File: config.mk
export PLATFORM = sky130hd
export DESIGN_NAME = chs_hash
export DESIGN_NICKNAME = d
export VERILOG_FILES = /design/src/hdl/chs_pkg.sv /design/src/hdl/chs_hash.sv
export SDC_FILE = /design/constraint.sdc
export NUM_CORES = 1
export LEC_CHECK = 0
export BUFFER_PORTS_ARGS = -buffer_cell sky130_fd_sc_hd__buf_2
export CAP_MARGIN = 20
export CORE_AREA = 2 2 39 41
export DETAILED_ROUTE_END_ITERATION = 12
export DIE_AREA = 0 0 41 43
export GPL_TIMING_DRIVEN = 1
export HOLD_SLACK_MARGIN = 0.06
export PLACE_DENSITY = 0.5
export SYNTH_ARGS = -nofsm -noshare
export SYNTH_HDL_FRONTEND = slang
export SYNTH_SLANG_ARGS = --single-unit
File: constraint.sdc
create_clock -name clk -period 0.8 [get_ports clk]
set_clock_uncertainty 0.15 [all_clocks]
set_input_delay 0.16 -clock clk [delete_from_list [all_inputs] [get_ports clk]]
set_output_delay 0.16 -clock clk [all_outputs]
set_load 0.03 [all_outputs]
File: src/hdl/chs_pkg.sv
`default_nettype none
package chs_pkg;

    localparam int BUCKETS_DEF    = 64;
    localparam int POOL_NODES_DEF = 256;

    localparam int OP_W     = 2;
    localparam int KEY_W    = 10;
    localparam int HANDLE_W = 10;
    localparam int STATUS_W = 3;

    // reciprocal precision of the bucket reduction, exact for any key below 2**KEY_W
    localparam int HASH_SHIFT = 2 * KEY_W;

    localparam logic [OP_W-1:0] OP_INSERT = 2'd0;
    localparam logic [OP_W-1:0] OP_SEARCH = 2'd1;
    localparam logic [OP_W-1:0] OP_REMOVE = 2'd2;

    localparam logic [STATUS_W-1:0] ST_DONE      = 3'd0;
    localparam logic [STATUS_W-1:0] ST_DUP       = 3'd1;
    localparam logic [STATUS_W-1:0] ST_NOT_FOUND = 3'd2;
    localparam logic [STATUS_W-1:0] ST_NULL      = 3'd3;
    localparam logic [STATUS_W-1:0] ST_FULL      = 3'd4;

endpackage
`default_nettype wire

File: src/hdl/chs_hash.sv
`default_nettype none
module chs_hash #(
    parameter int BUCKETS = chs_pkg::BUCKETS_DEF,
    localparam int BW = $clog2(BUCKETS)
) (
    input  wire logic                     clk,
    input  wire logic                     load,
    input  wire logic [chs_pkg::KEY_W-1:0] key,
    output logic      [BW-1:0]            bucket
);
    import chs_pkg::*;

    localparam int RW  = HASH_SHIFT + 1;
    localparam int PW  = KEY_W + RW;
    localparam int P2W = 2 * KEY_W + 1;
    localparam logic [RW-1:0]    RECIP     = RW'(((1 << HASH_SHIFT) + BUCKETS - 1) / BUCKETS);
    localparam logic [KEY_W:0]   BUCKETS_C = (KEY_W + 1)'(BUCKETS);

    logic [PW-1:0]    prod_reg;
    logic [KEY_W-1:0] key_d_reg;
    logic [KEY_W-1:0] quot;
    logic [P2W-1:0]   back_prod;
    logic [KEY_W-1:0] remain;
    logic [BW-1:0]    bucket_reg;

    // stage one: quotient estimate by reciprocal
    always_ff @(posedge clk)
    begin
        if (load)
        begin
            prod_reg  <= {{RW{1'b0}}, key} * {{KEY_W{1'b0}}, RECIP};
            key_d_reg <= key;
        end
    end

    assign quot      = prod_reg[HASH_SHIFT +: KEY_W];
    assign back_prod = {{(KEY_W + 1){1'b0}}, quot} * {{KEY_W{1'b0}}, BUCKETS_C};
    assign remain    = key_d_reg - back_prod[KEY_W-1:0];

    // stage two: remainder
    always_ff @(posedge clk)
    begin
        bucket_reg <= remain[BW-1:0];
    end

    assign bucket = bucket_reg;

endmodule
`default_nettype wire

After elaboration in Yosys (flattened, before gate mapping). Index checks and enable logic that the tools add are counted.

$add $sub $neg: 1. Multipliers: 0. Div/mod/pow operators: 0. Order comparisons: 0. Equal/unequal tests: 0. Shifts and indexed selects: 0. Mux-type cells: 0. Bitwise gates (word level): 0. Reduce and logical (&&, ||, !) cells: 0.

Operator list (count): subtractor 6 x 1 -> 6 bit, second input constant (1).

Register bits after elaboration: 12. Latch bits: 0. RAM bits: 0. ROM bits: 0. Input port bits: 12. Output and inout bits: 6. Word-level logic and storage cells: 3. Memories kept: 0.

Depth between registers and ports, before layout.
Depth in word-level cells: 1. Gate-level depth with buffers: 0. Mapped depth without buffers: 0.

Least setup slack after synthesis. No wires, ideal clock.

Path kind: flip-flop to output port. Start point: register bucket_reg[0] (netlist: bucket[0]). End point: output port bucket[0]. Arrival time: 0.459 ns. Required time: 0.490 ns. Path slack: 0.031 ns. Cell stages (with the launch flop): 1. Path buffers: 0. Cells stage by stage: dfxtp_1.

RTL lines: start, declared (line chs_hash.sv:24) `logic [BW-1:0] bucket_reg;`; start signal, assigned (line chs_hash.sv:43) `bucket_reg <= remain[BW-1:0];`; end, declared (line chs_hash.sv:9) `output logic [BW-1:0] bucket`.

No word-level cell between the ends.

Worst setup path after layout.
Start point: register bucket_reg[3] (netlist: bucket[3]). End point: output port bucket[3].

No word-level cell between the ends.

==> PnR_summary.wiki <==
{| class="wikitable"
! Metric !! Value
|-
| Number of max-slew violations in the final report || 0
|-
| Cell-by-cell listing of the critical path || buf_6
|-
| Worst endpoint required time || 0.49 ns
|-
| Class of the worst hold path || input pin to register
|-
| Yosys warns || 0
|-
| Number of distinct library cells after synthesis || 2
|-
| Cell count after synthesis || 12
|-
| RePlAce Congestion || 0.533
|-
| Grt met1 use || 7.51%
|-
| Fin crit share || 127%
|-
| Aggregate global routing overflow || 0
|-
| Mean Syn Cell Area || between 20 and 30 sq um
|-
| Fraction of layout cells with a size suffix above 1 || ~76%
|-
| Largest cells by area after synthesis || edfxtp_1, dfxtp_1
|-
| Num CTS Buffers || 3
|-
| Worst reg2reg path endpoint || bucket[5]
|-
| Crit path buf inv count || 1
|-
| Ys async rst share || 0%
|-
| Critical path endpoint category || output port
|-
| Worst-case reg-to-reg path depth || 0
|-
| Vertical extent of the die || roughly 43 um
|-
| Post-synthesis compound-gate area fraction || 0%
|-
| Cell type of the slowest stage on the worst timing path || dfxtp_2
|-
| Die area || roughly 1800 sq um
|-
| Synthesized-area fraction occupied by adder cells || 0%
|-
| Total stage count of the critical path || 1
|-
| Seq/Total Area, Yosys || 100%
|-
| Most Used Layer, Global Route || met2
|-
| Die X || 41 um
|-
| Via count || 154
|-
| Worst slack on hold paths || -0.0806 ns
|-
| Clk pin slew, worst setup/hold paths || approximately 0.070 ns
|-
| Max IR drop VDD || between 0.9 and 1 mV
|-
| Top Family by Delay on Critical Path || flip-flops
|-
| Worst Setup EP || bucket[3]
|-
| Area of the multi-input gates || 0 sq um
|-
| Signal arrival time at the worst endpoint || 0.71 ns
|-
| First-pass GRT wire length || a little under 700 um
|-
| Clock insertion delay at the later pin of the skew report || 0.26 ns
|-
| Root buffer selected by CTS || clkbuf_4
|-
| Initial cell density of the core || a little over a fifth
|-
| Net count after synthesis || 24
|-
| Outcome || finished, violations left
|-
| Violation count after the first detailed-route iteration || 3
|-
| Count of multi-input gates || 0
|-
| Synth Area in Simple Gates || 0%
|-
| Maximum number of pins on one net before global-route repair || 8
|-
| Top cells by count, synth || dfxtp_1, edfxtp_1
|-
| Power density over cell area || about 2600 nW/um^2
|-
| Routed Antenna Nets || 0
|-
| Largest stage delay on the critical path || 0.32 ns
|-
| Number of port buffers || 13
|-
| Crit Reg-Reg Startpoint || prod_reg[19]
|-
| Number of enable-type register cells in the synthesized netlist || 6
|-
| Violations in the final reports || negative hold slack, negative setup slack
|-
| Clock tree from TritonCTS || yes
|-
| Post-CTS setup buffers || 0
|-
| Global-route met2 utilization || roughly 8%
|-
| Total power || about 1.2 mW
|-
| Critical Path Source Type || register
|-
| Critical setup path kind || register to output port
|-
| Total global-route track usage || under 10%
|-
| Leakage power || 0.188 nW
|-
| Post-layout min period || 1.02 ns
|-
| Unrepaired setup endpoints after global routing || true
|-
| Share of the synthesized netlist area taken by xor and xnor gates || 0%
|-
| Area share of the leading cell type in the synthesized netlist || 60.0%
|-
| Actual slew at the worst max-slew pin || 0.134 ns
|-
| Drt pass-1 iters || 2
|-
| Via count of the first global-routing pass || 167
|-
| Smallest setup slack after layout || -0.216 ns
|-
| Initial antenna violation count || 0
|-
| Minimum setup slack among reg-to-reg paths || 0.15 ns
|-
| Number of register bits inferred by synthesis || 12
|-
| Cell area after synthesis || approximately 300 sq um
|-
| Maximum operating frequency || 985 MHz
|-
| Routed via count divided by cell count || 3.42
|-
| Core Rows || 14
|-
| Max-cap violation count || 0
|-
| Share of cell area taken by muxes after synthesis || 0%
|-
| Hold Violations, Final || 6
|-
| Post-route non-filler standard cell count || 45
|-
| GR Util met3 || between 3 and 4%
|-
| Largest fanout of any net on the critical path || 1
|-
| Area overhead of the layout relative to synthesis || 52.1%
|-
| Max Buffers Root-to-Sink || 2
|-
| Number of diodes || 0
|-
| Total number of H-tree levels || 1
|-
| Placeable core region || around 1400 sq um
|-
| Cell type contributing the most total cell area after synthesis || edfxtp_1
|-
| I/O pin count || 18
|-
| Critical path startpoint || bucket[3]
|-
| Post-detailed-route DRC marker count || 0
|-
| Wire length after detailed routing || just under 400 um
|-
| # setup viols final || 6
|-
| Net count of the finished layout || between 40 and 50
|-
| Worst slew margin || 91.1%
|-
| Sinks on the clock net || 12
|-
| Detail-routed net length per standard cell || 8.60 um
|-
| Predominant post-synthesis flop cell || edfxtp_1
|-
| Placed cell count || 41
|}
==> metal layers <==
layer	wire length (um)	share of wire, %
met1	127	33
met2	205	53
met3	55	14
met4	0	0
met5	0	0
==> power by group <==
| part | switching [mW] | internal (mW) | total (mW) |
|---|---|---|---|
| logic | 0.0655 | 0.0558 | 0.121 |
| clock network | 0.170 | 0.192 | 0.363 |
| registers | 0.0148 | 0.701 | 0.716 |
| total | 0.251 | 0.949 | 1.20 |
==> metrics by stage <==
stage	hold WS [ns]	instance area, sq um	setup slack [ns]	utilization (%)	setup TNS [ns]
2_1_floorplan	0.109	300	0.0307	-	0
3_3_place_gp	0.174	385	0.0190	27.8	0
3_5_place_dp	0.178	385	0.0154	27.8	0
4_1_cts	-0.0901	457	-0.228	33.0	-1.36
5_1_grt	-0.100	457	-0.262	33.0	-1.51
6_report	-0.0806	457	-0.216	33.0	-1.26
==> worst min-delay path by stage <==
| stage | start | endpoint | slack [ns] | cells after the start |
|---|---|---|---|---|
| final | key[3] | prod_reg[17] | -0.08 | 1 |
| after global placement | prod_reg[18] | bucket[4] | 0.17 | 0 |
| after floorplan | key[0] | prod_reg[14] | 0.11 | 0 |
| after detailed placement | prod_reg[16] | bucket[2] | 0.18 | 0 |
| after CTS | key[1] | prod_reg[15] | -0.09 | 1 |
| after global routing | key[2] | prod_reg[16] | -0.1 | 1 |
==> logic make-up (layout without fill, tap and decap cells) <==
logic type | Yosys count | in the layout
buffers and inverters | 0 | 17
flip-flops | 12 | 12
==> cell usage in the layout, fill, tap and decap left out, drive strengths merged <==
cell type  synthesis  routed
buf                0      13
edfxtp             6       6
clkbuf             0       4
dfxtp              6       6
==> cell type report <==
cell class	instances	area [sq um]
repair buffers	13	103
clock buffers	4	26.3
flip-flops and latches	12	308
well taps	16	20.0
fillers	143	927
==> repair_timing <==
item / CTS / global route
resized for setup: 18 / 0
setup endpoints to repair: 6 / 6
hold endpoints to repair: 12 / 12
No activity file was read; power rests on OpenSTA's default activity.
