[src/hdl/chs_pkg.sv]
`default_nettype none
package chs_pkg;

    localparam int BUCKETS_DEF    = 64;
    localparam int POOL_NODES_DEF = 256;

    localparam int OP_W     = 2;
    localparam int KEY_W    = 10;
    localparam int HANDLE_W = 10;
    localparam int STATUS_W = 3;

    // reciprocal precision of the bucket reduction, exact for any key below 2**KEY_W
    localparam int HASH_SHIFT = 2 * KEY_W;

    localparam logic [OP_W-1:0] OP_INSERT = 2'd0;
    localparam logic [OP_W-1:0] OP_SEARCH = 2'd1;
    localparam logic [OP_W-1:0] OP_REMOVE = 2'd2;

    localparam logic [STATUS_W-1:0] ST_DONE      = 3'd0;
    localparam logic [STATUS_W-1:0] ST_DUP       = 3'd1;
    localparam logic [STATUS_W-1:0] ST_NOT_FOUND = 3'd2;
    localparam logic [STATUS_W-1:0] ST_NULL      = 3'd3;
    localparam logic [STATUS_W-1:0] ST_FULL      = 3'd4;

endpackage
`default_nettype wire

[src/hdl/chs_bucket_mem.sv]
`default_nettype none
module chs_bucket_mem #(
    parameter int BUCKETS    = chs_pkg::BUCKETS_DEF,
    parameter int POOL_NODES = chs_pkg::POOL_NODES_DEF,
    localparam int BW = $clog2(BUCKETS),
    localparam int LW = $clog2(POOL_NODES + 1)
) (
    input  wire logic          clk,
    input  wire logic          rst_n,
    input  wire logic          wr_en,
    input  wire logic [BW-1:0] wr_addr,
    input  wire logic [LW-1:0] wr_data,
    input  wire logic          rd_en,
    input  wire logic [BW-1:0] rd_addr,
    output logic      [LW-1:0] rd_data,
    output logic               busy
);
    import chs_pkg::*;

    localparam logic [LW-1:0] NIL = LW'(POOL_NODES);

    logic [LW-1:0] mem [BUCKETS];
    logic [LW-1:0] rd_data_reg;
    logic          clr_active_reg;
    logic [BW-1:0] clr_cnt_reg;

    // clearing pass after reset
    always_ff @(posedge clk or negedge rst_n)
    begin
        if (!rst_n)
        begin
            clr_active_reg <= 1'b1;
            clr_cnt_reg    <= '0;
        end
        else if (clr_active_reg)
        begin
            if (clr_cnt_reg == BW'(BUCKETS - 1))
            begin
                clr_active_reg <= 1'b0;
            end
            clr_cnt_reg <= clr_cnt_reg + BW'(1);
        end
    end

    always_ff @(posedge clk)
    begin
        if (clr_active_reg)
        begin
            mem[clr_cnt_reg] <= NIL;
        end
        else if (wr_en)
        begin
            mem[wr_addr] <= wr_data;
        end
        if (rd_en)
        begin
            rd_data_reg <= mem[rd_addr];
        end
    end

    assign rd_data = rd_data_reg;
    assign busy    = clr_active_reg;

endmodule
`default_nettype wire

[config.mk]
export PLATFORM = sky130hd
export DESIGN_NAME = chs_bucket_mem
export DESIGN_NICKNAME = d
export VERILOG_FILES = /design/src/hdl/chs_pkg.sv /design/src/hdl/chs_bucket_mem.sv
export SDC_FILE = /design/constraint.sdc
export NUM_CORES = 1
export LEC_CHECK = 0
export ABC_AREA = 1
export BUFFER_PORTS_ARGS = -buffer_cell sky130_fd_sc_hd__buf_2
export CORE_AREA = 2 2 219 221
export DETAILED_ROUTE_END_ITERATION = 10
export DIE_AREA = 0 0 221 223
export PLACE_DENSITY = 0.68
export RECOVER_POWER = 50
export SLEW_MARGIN = 20
export SYNTH_ARGS = -nofsm -noshare
export SYNTH_HDL_FRONTEND = slang
export SYNTH_SLANG_ARGS = --single-unit
[constraint.sdc]
create_clock -name clk -period 3.41 [get_ports clk]
set_clock_uncertainty 0.2 [all_clocks]
set_input_delay 0 -clock clk [delete_from_list [all_inputs] [get_ports clk]]
set_output_delay 0 -clock clk [all_outputs]
set_load 0.005 [all_outputs]
Yosys cells after proc, flatten, opt, wreduce, memory -nomap -nowiden
Memories as Yosys holds them, arrays and structs flattened. A register that Yosys moved wholly into a read port is not among the register bits.
Index checks and enable logic that the tools add are counted.
{"block": "totals", "ff_bits": 7, "ram_bits": 576, "in_bits": 25, "out_inout_bits": 10, "elab_cells": 16, "n_memories": 1}
{"memory": "mem", "words": 64, "width": 9, "read_ports": 1, "rd_clocked_by_memory_dff": 1, "wr": 1, "line": "chs_bucket_mem.sv:22", "text": "logic [LW-1:0] mem [BUCKETS];"}
{"block": "classes", "add_sub_neg": 1, "n_eq_ne": 1, "muxes": 10, "n_reduce_logical": 1}
{"cell": "$mux 9", "n": 1}
{"cell": "$reduce_or 9->1", "n": 1}
{"cell": "$mux 1", "n": 8}
{"cell": "$add 6x1->6 const B", "n": 1}
{"cell": "$eq 6x6->1 const B", "n": 1}
{"cell": "$mux 6", "n": 1}

Depth between registers and ports, before layout
{"block": "depth", "depth_word": 5, "depth_mapped": 12, "depth_no_buf": 9}

Worst setup path after synthesis
Ideal clock, no wire load.
{"block": "synth_timing", "kind": "reg-to-reg", "from": "register clr_active_reg, in the netlist busy", "to": "memory mem[0][0] (netlist name), data pin", "setup_ns": 0.500, "t_arrival_ns": 2.206, "required_ns": 2.710, "path_slack_ns": 0.504, "stages_incl_launch_ff": 5, "path_buffers": 1, "period_less_slack_ns": 2.906, "cell_sequence": "dfstp_2 inv_2 nand2_4 clkbuf_8 nor2_1"}
{"block": "synth_between", "elab_chain_len": 4}
{"item": "start, declared", "line": "chs_bucket_mem.sv:24", "text": "logic clr_active_reg;"}
{"item": "start signal, assigned", "line": "chs_bucket_mem.sv:32", "text": "clr_active_reg <= 1'b1;"}
{"item": "start signal, assigned", "line": "chs_bucket_mem.sv:39", "text": "clr_active_reg <= 1'b0;"}
{"item": "$mux 1", "line": "chs_bucket_mem.sv:47", "text": "if (clr_active_reg)"}
{"item": "$mux 1 (implied by the code)", "line": "chs_bucket_mem.sv:53", "text": "mem[wr_addr] <= wr_data;"}
{"item": "$reduce_or 9->1 (no source line)"}
{"item": "$mux 9 (no source line)"}
{"item": "end, declared", "line": "chs_bucket_mem.sv:22"}
Every way passes these cells.

Final worst setup path
{"block": "layout_timing", "from": "register clr_active_reg, in the netlist busy", "to": "memory mem[31][3] (netlist name), data pin"}
The elaborated chain is that of the path after synthesis.

==> flow_summary.json <==
{
  "yosys.cell_types.count": 30,
  "path_cells": "inv_1 -> nand2_4 -> buf_4 -> nor2_4 -> clkbuf_2",
  "nFillCells": 3787,
  "path_class": "flip-flop to flip-flop",
  "p_leak_nw": 10.54,
  "die_y_um": 223,
  "cts_root_buffer": "clkbuf_16",
  "min_period_over_period": 0.8864,
  "finalSetupViolCount": 0,
  "syn-instance-count": 2079,
  "period_minus_slack_ns": 3.022,
  "initial_utilization": 0.5145,
  "synth_top_area_share": 0.7243,
  "die_area_mm2": 0.04928,
  "cp_max_fo": 64,
  "dr_wl_met2_um": 29030,
  "syn-cell-area_mm2": 0.02425,
  "max_slew_margin": -0.1625,
  "largest_register_ff_count": 576,
  "crit_slowest_cell": "clkbuf_2",
  "via_count": 16250,
  "antenna_found_initial": 0,
  "ir_drop_v": 0.0004173,
  "worstReg2RegStart": "busy$_DFF_PN1_",
  "coreArea_mm2": 0.04715,
  "ys_warn_count": 0,
  "postCtsSetupBuffers": 0,
  "worstPathArrival_ns": 2.81,
  "yosysSeqAreaShare": 0.7315,
  "topRoutingLayerUsed": "met4",
  "outcome": "finished with violations",
  "violations": "capacitance limit, slew limit",
  "startpoint": "busy$_DFF_PN1_",
  "yosys.area.top_type": "edfxtp_1",
  "cts_tree": "built",
  "clock_sinks": 592,
  "grt-ovfl-total": 0,
  "powerDensity_mw_per_mm2": 563.3,
  "cp-start-kind": "flip-flop",
  "ioPinCount": 35,
  "end_kind": "flip-flop",
  "drive_gt1_frac": 0.1054,
  "finalMaxSlewViolations": 288,
  "port_buffers": 34,
  "clkTransAtPathRegs_ns": 0.06,
  "placed_cell_area_mm2": 0.02561,
  "synth_edf_count": 585,
  "tns_ns": 0,
  "r2r_cells": 5,
  "grt_util_all_layers": 0.2480,
  "instances_no_fill": 2836,
  "num_antenna_cells": 0,
  "fin_nets": 2198,
  "power_mw": 15.54,
  "dr.first_iter.drc_count": 1955,
  "worstSkewPairLatency_ns": 0.62,
  "route.met3.wl_um": 4985,
  "syn_to_final_growth_pct": 13.77,
  "cp-endpoint": "mem[31][3]$_DFFE_PP_",
  "h-tree-depth": 2,
  "ys.flop_type": "edfxtp_1",
  "r2r_slack_ns": 0.39,
  "netlist_top_cells_area": "edfxtp_1 72%, nand2_1 11%, nand3_1 10%, buf_2 1.1%, nor2_1 1.0%",
  "place_inst": 2710,
  "grt_pass1_wl_um": 93220,
  "clk_path_buf_depth": 3,
  "cts_made_buffers": 58,
  "crit_family": "buffers and inverters",
  "grt_pass1_vias": 15820,
  "timing_worst_slew_pin_value_ns": 1.744,
  "die_w_um": 221,
  "gp_congestion": 0.8850,
  "core.rowCount": 80,
  "grt_max_degree": 115,
  "fmax_mhz": 330.9,
  "crit_cells": 5,
  "synth-seq-cells": 592,
  "synth_fp_nets": 2105,
  "vias_per_cell": 5.731,
  "rsz0062_at_grt": "no",
  "drv_cap": 5,
  "drt-pass1-iter-count": 8,
  "post-route-cell-area_mm2": 0.02760,
  "drc": 0,
  "synth.most_common_cell": "nand2_1",
  "routed_wl_um": 61070,
  "hold_class": "input pin to flip-flop",
  "detailedPlacementHpwl_um": 35220,
  "hold_viol": 0,
  "post_drt_wl_per_cell_um": 21.53,
  "ys_top_cells_by_count": "743 x nand2_1, 585 x edfxtp_1, 489 x nand3_1, 65 x nor2_1, 51 x buf_2",
  "utilization": 0.5853,
  "ant_nets": 0,
  "avgSynthCellArea_um2": 11.67,
  "path_buf_inv": 3,
  "async_flop_share": 0.01182,
  "wl_met1_um": 24600,
  "cpPeakStageDelay_ns": 0.93,
  "cp.required_ns": 3.20,
  "r2r_end": "mem[31][3]$_DFFE_PP_"
}
-- power breakdown --
part | switching, mW | internal [mW] | total (mW)
Clock | 2.68 | 3.93 | 6.61
Combinational | 0.683 | 0.220 | 0.903
Sequential | 0.00570 | 8.03 | 8.04
-- cells in the final DEF, fill, tap and decap left out --
| cell type | instances |
|---|---|
| nand2_1 | 743 |
| edfxtp_1 | 585 |
| nand3_1 | 489 |
| buf_4 | 86 |
| nor2_1 | 62 |
| clkbuf_16 | 61 |
| buf_2 | 26 |
| clkbuf_1 | 22 |
| clkinv_1 | 19 |
| inv_1 | 18 |
| dlygate4sd3_1 | 17 |
| nand4_1 | 9 |
| bufinv_16 | 9 |
| nor4_1 | 8 |
| clkbuf_2 | 8 |
| clkinv_2 | 7 |
| buf_12 | 7 |
| dfrtp_1 | 6 |
| o21ai_2 | 5 |
| inv_2 | 5 |
| xor2_1 | 5 |
| nor2_4 | 4 |
| clkinvlp_4 | 3 |
| nand2_2 | 2 |
| or2_2 | 2 |
| nand2_4 | 1 |
| o21ai_4 | 1 |
| nand3_4 | 1 |
| nand3_2 | 1 |
| a41oi_1 | 1 |
| nor3_1 | 1 |
| inv_8 | 1 |
| inv_4 | 1 |
| ha_1 | 1 |
| dfstp_1 | 1 |
| inv_6 | 1 |
| clkbuf_8 | 1 |
| clkbuf_4 | 1 |
-- repair_timing --
item	CTS	global route
endpoints found under the setup margin	0	0
gates resized for setup	0	0
hold buffers	17	0
endpoints found under the hold margin	620	0
-- worst reg2reg max path, cell delays in order, from the launching register on --
cell and delay [ns]:
dfstp_1 0.62, inv_1 0.14, nand2_4 0.18, buf_4 0.24, nor2_4 0.04, clkbuf_2 0.93
-- through the flow --
| step | hold WS [ns] | setup slack, ns |
|---|---|---|
| 2_1_floorplan | -0.4956 | 0.5039 |
| 3_3_place_gp | -0.3567 | 0.8473 |
| 3_5_place_dp | -0.3541 | 0.8080 |
| 4_1_cts | 0.006292 | 0.6910 |
| 5_1_grt | 0.03852 | 0.2544 |
| 6_report | 0.01960 | 0.3875 |
-- metal layers --
layer	vias to the layer above	track usage
met3	149	0.04096
li1	7470	-
met2	770	0.3993
met1	7865	0.3358
met4	0	0.1093
met5	-	0
-- worst min path at each step --
stage,to,start,slack [ns],cells past startpoint
floorplan,clr_cnt_reg[0]$_DFFE_PN0P_,rst_n,-0.50,0
global placement,clr_cnt_reg[0]$_DFFE_PN0P_,rst_n,-0.36,1
global route,mem[24][0]$_DFFE_PP_,wr_addr[5],0.04,5
finish,mem[24][0]$_DFFE_PP_,wr_addr[5],0.02,5
detailed placement,clr_cnt_reg[0]$_DFFE_PN0P_,rst_n,-0.35,1
CTS,mem[24][0]$_DFFE_PP_,wr_addr[5],0.006,5
-- cell type report --
type                       count  area, um2  share of cell area
clock buffer                  73       1572             0.05695
timing repair buffer         156       1185             0.04294
inverter                      28      115.1            0.004171
sequential                   592      17740              0.6430
multi-input combinational   1336       5814              0.2107
tap                          615      769.5             0.02788
clock inverter                36      396.6             0.01437
-- cell families after synthesis --
kind of cell,Yosys count,share of synthesized area
buf+inv,151,0.02966
simple gates,1323,0.2336
flops,592,0.7315
compound gates,7,0.002837
fa+ha+maj,1,0.0005158
xor+xnor,5,0.001805
(Power assumes the default switching activity.)
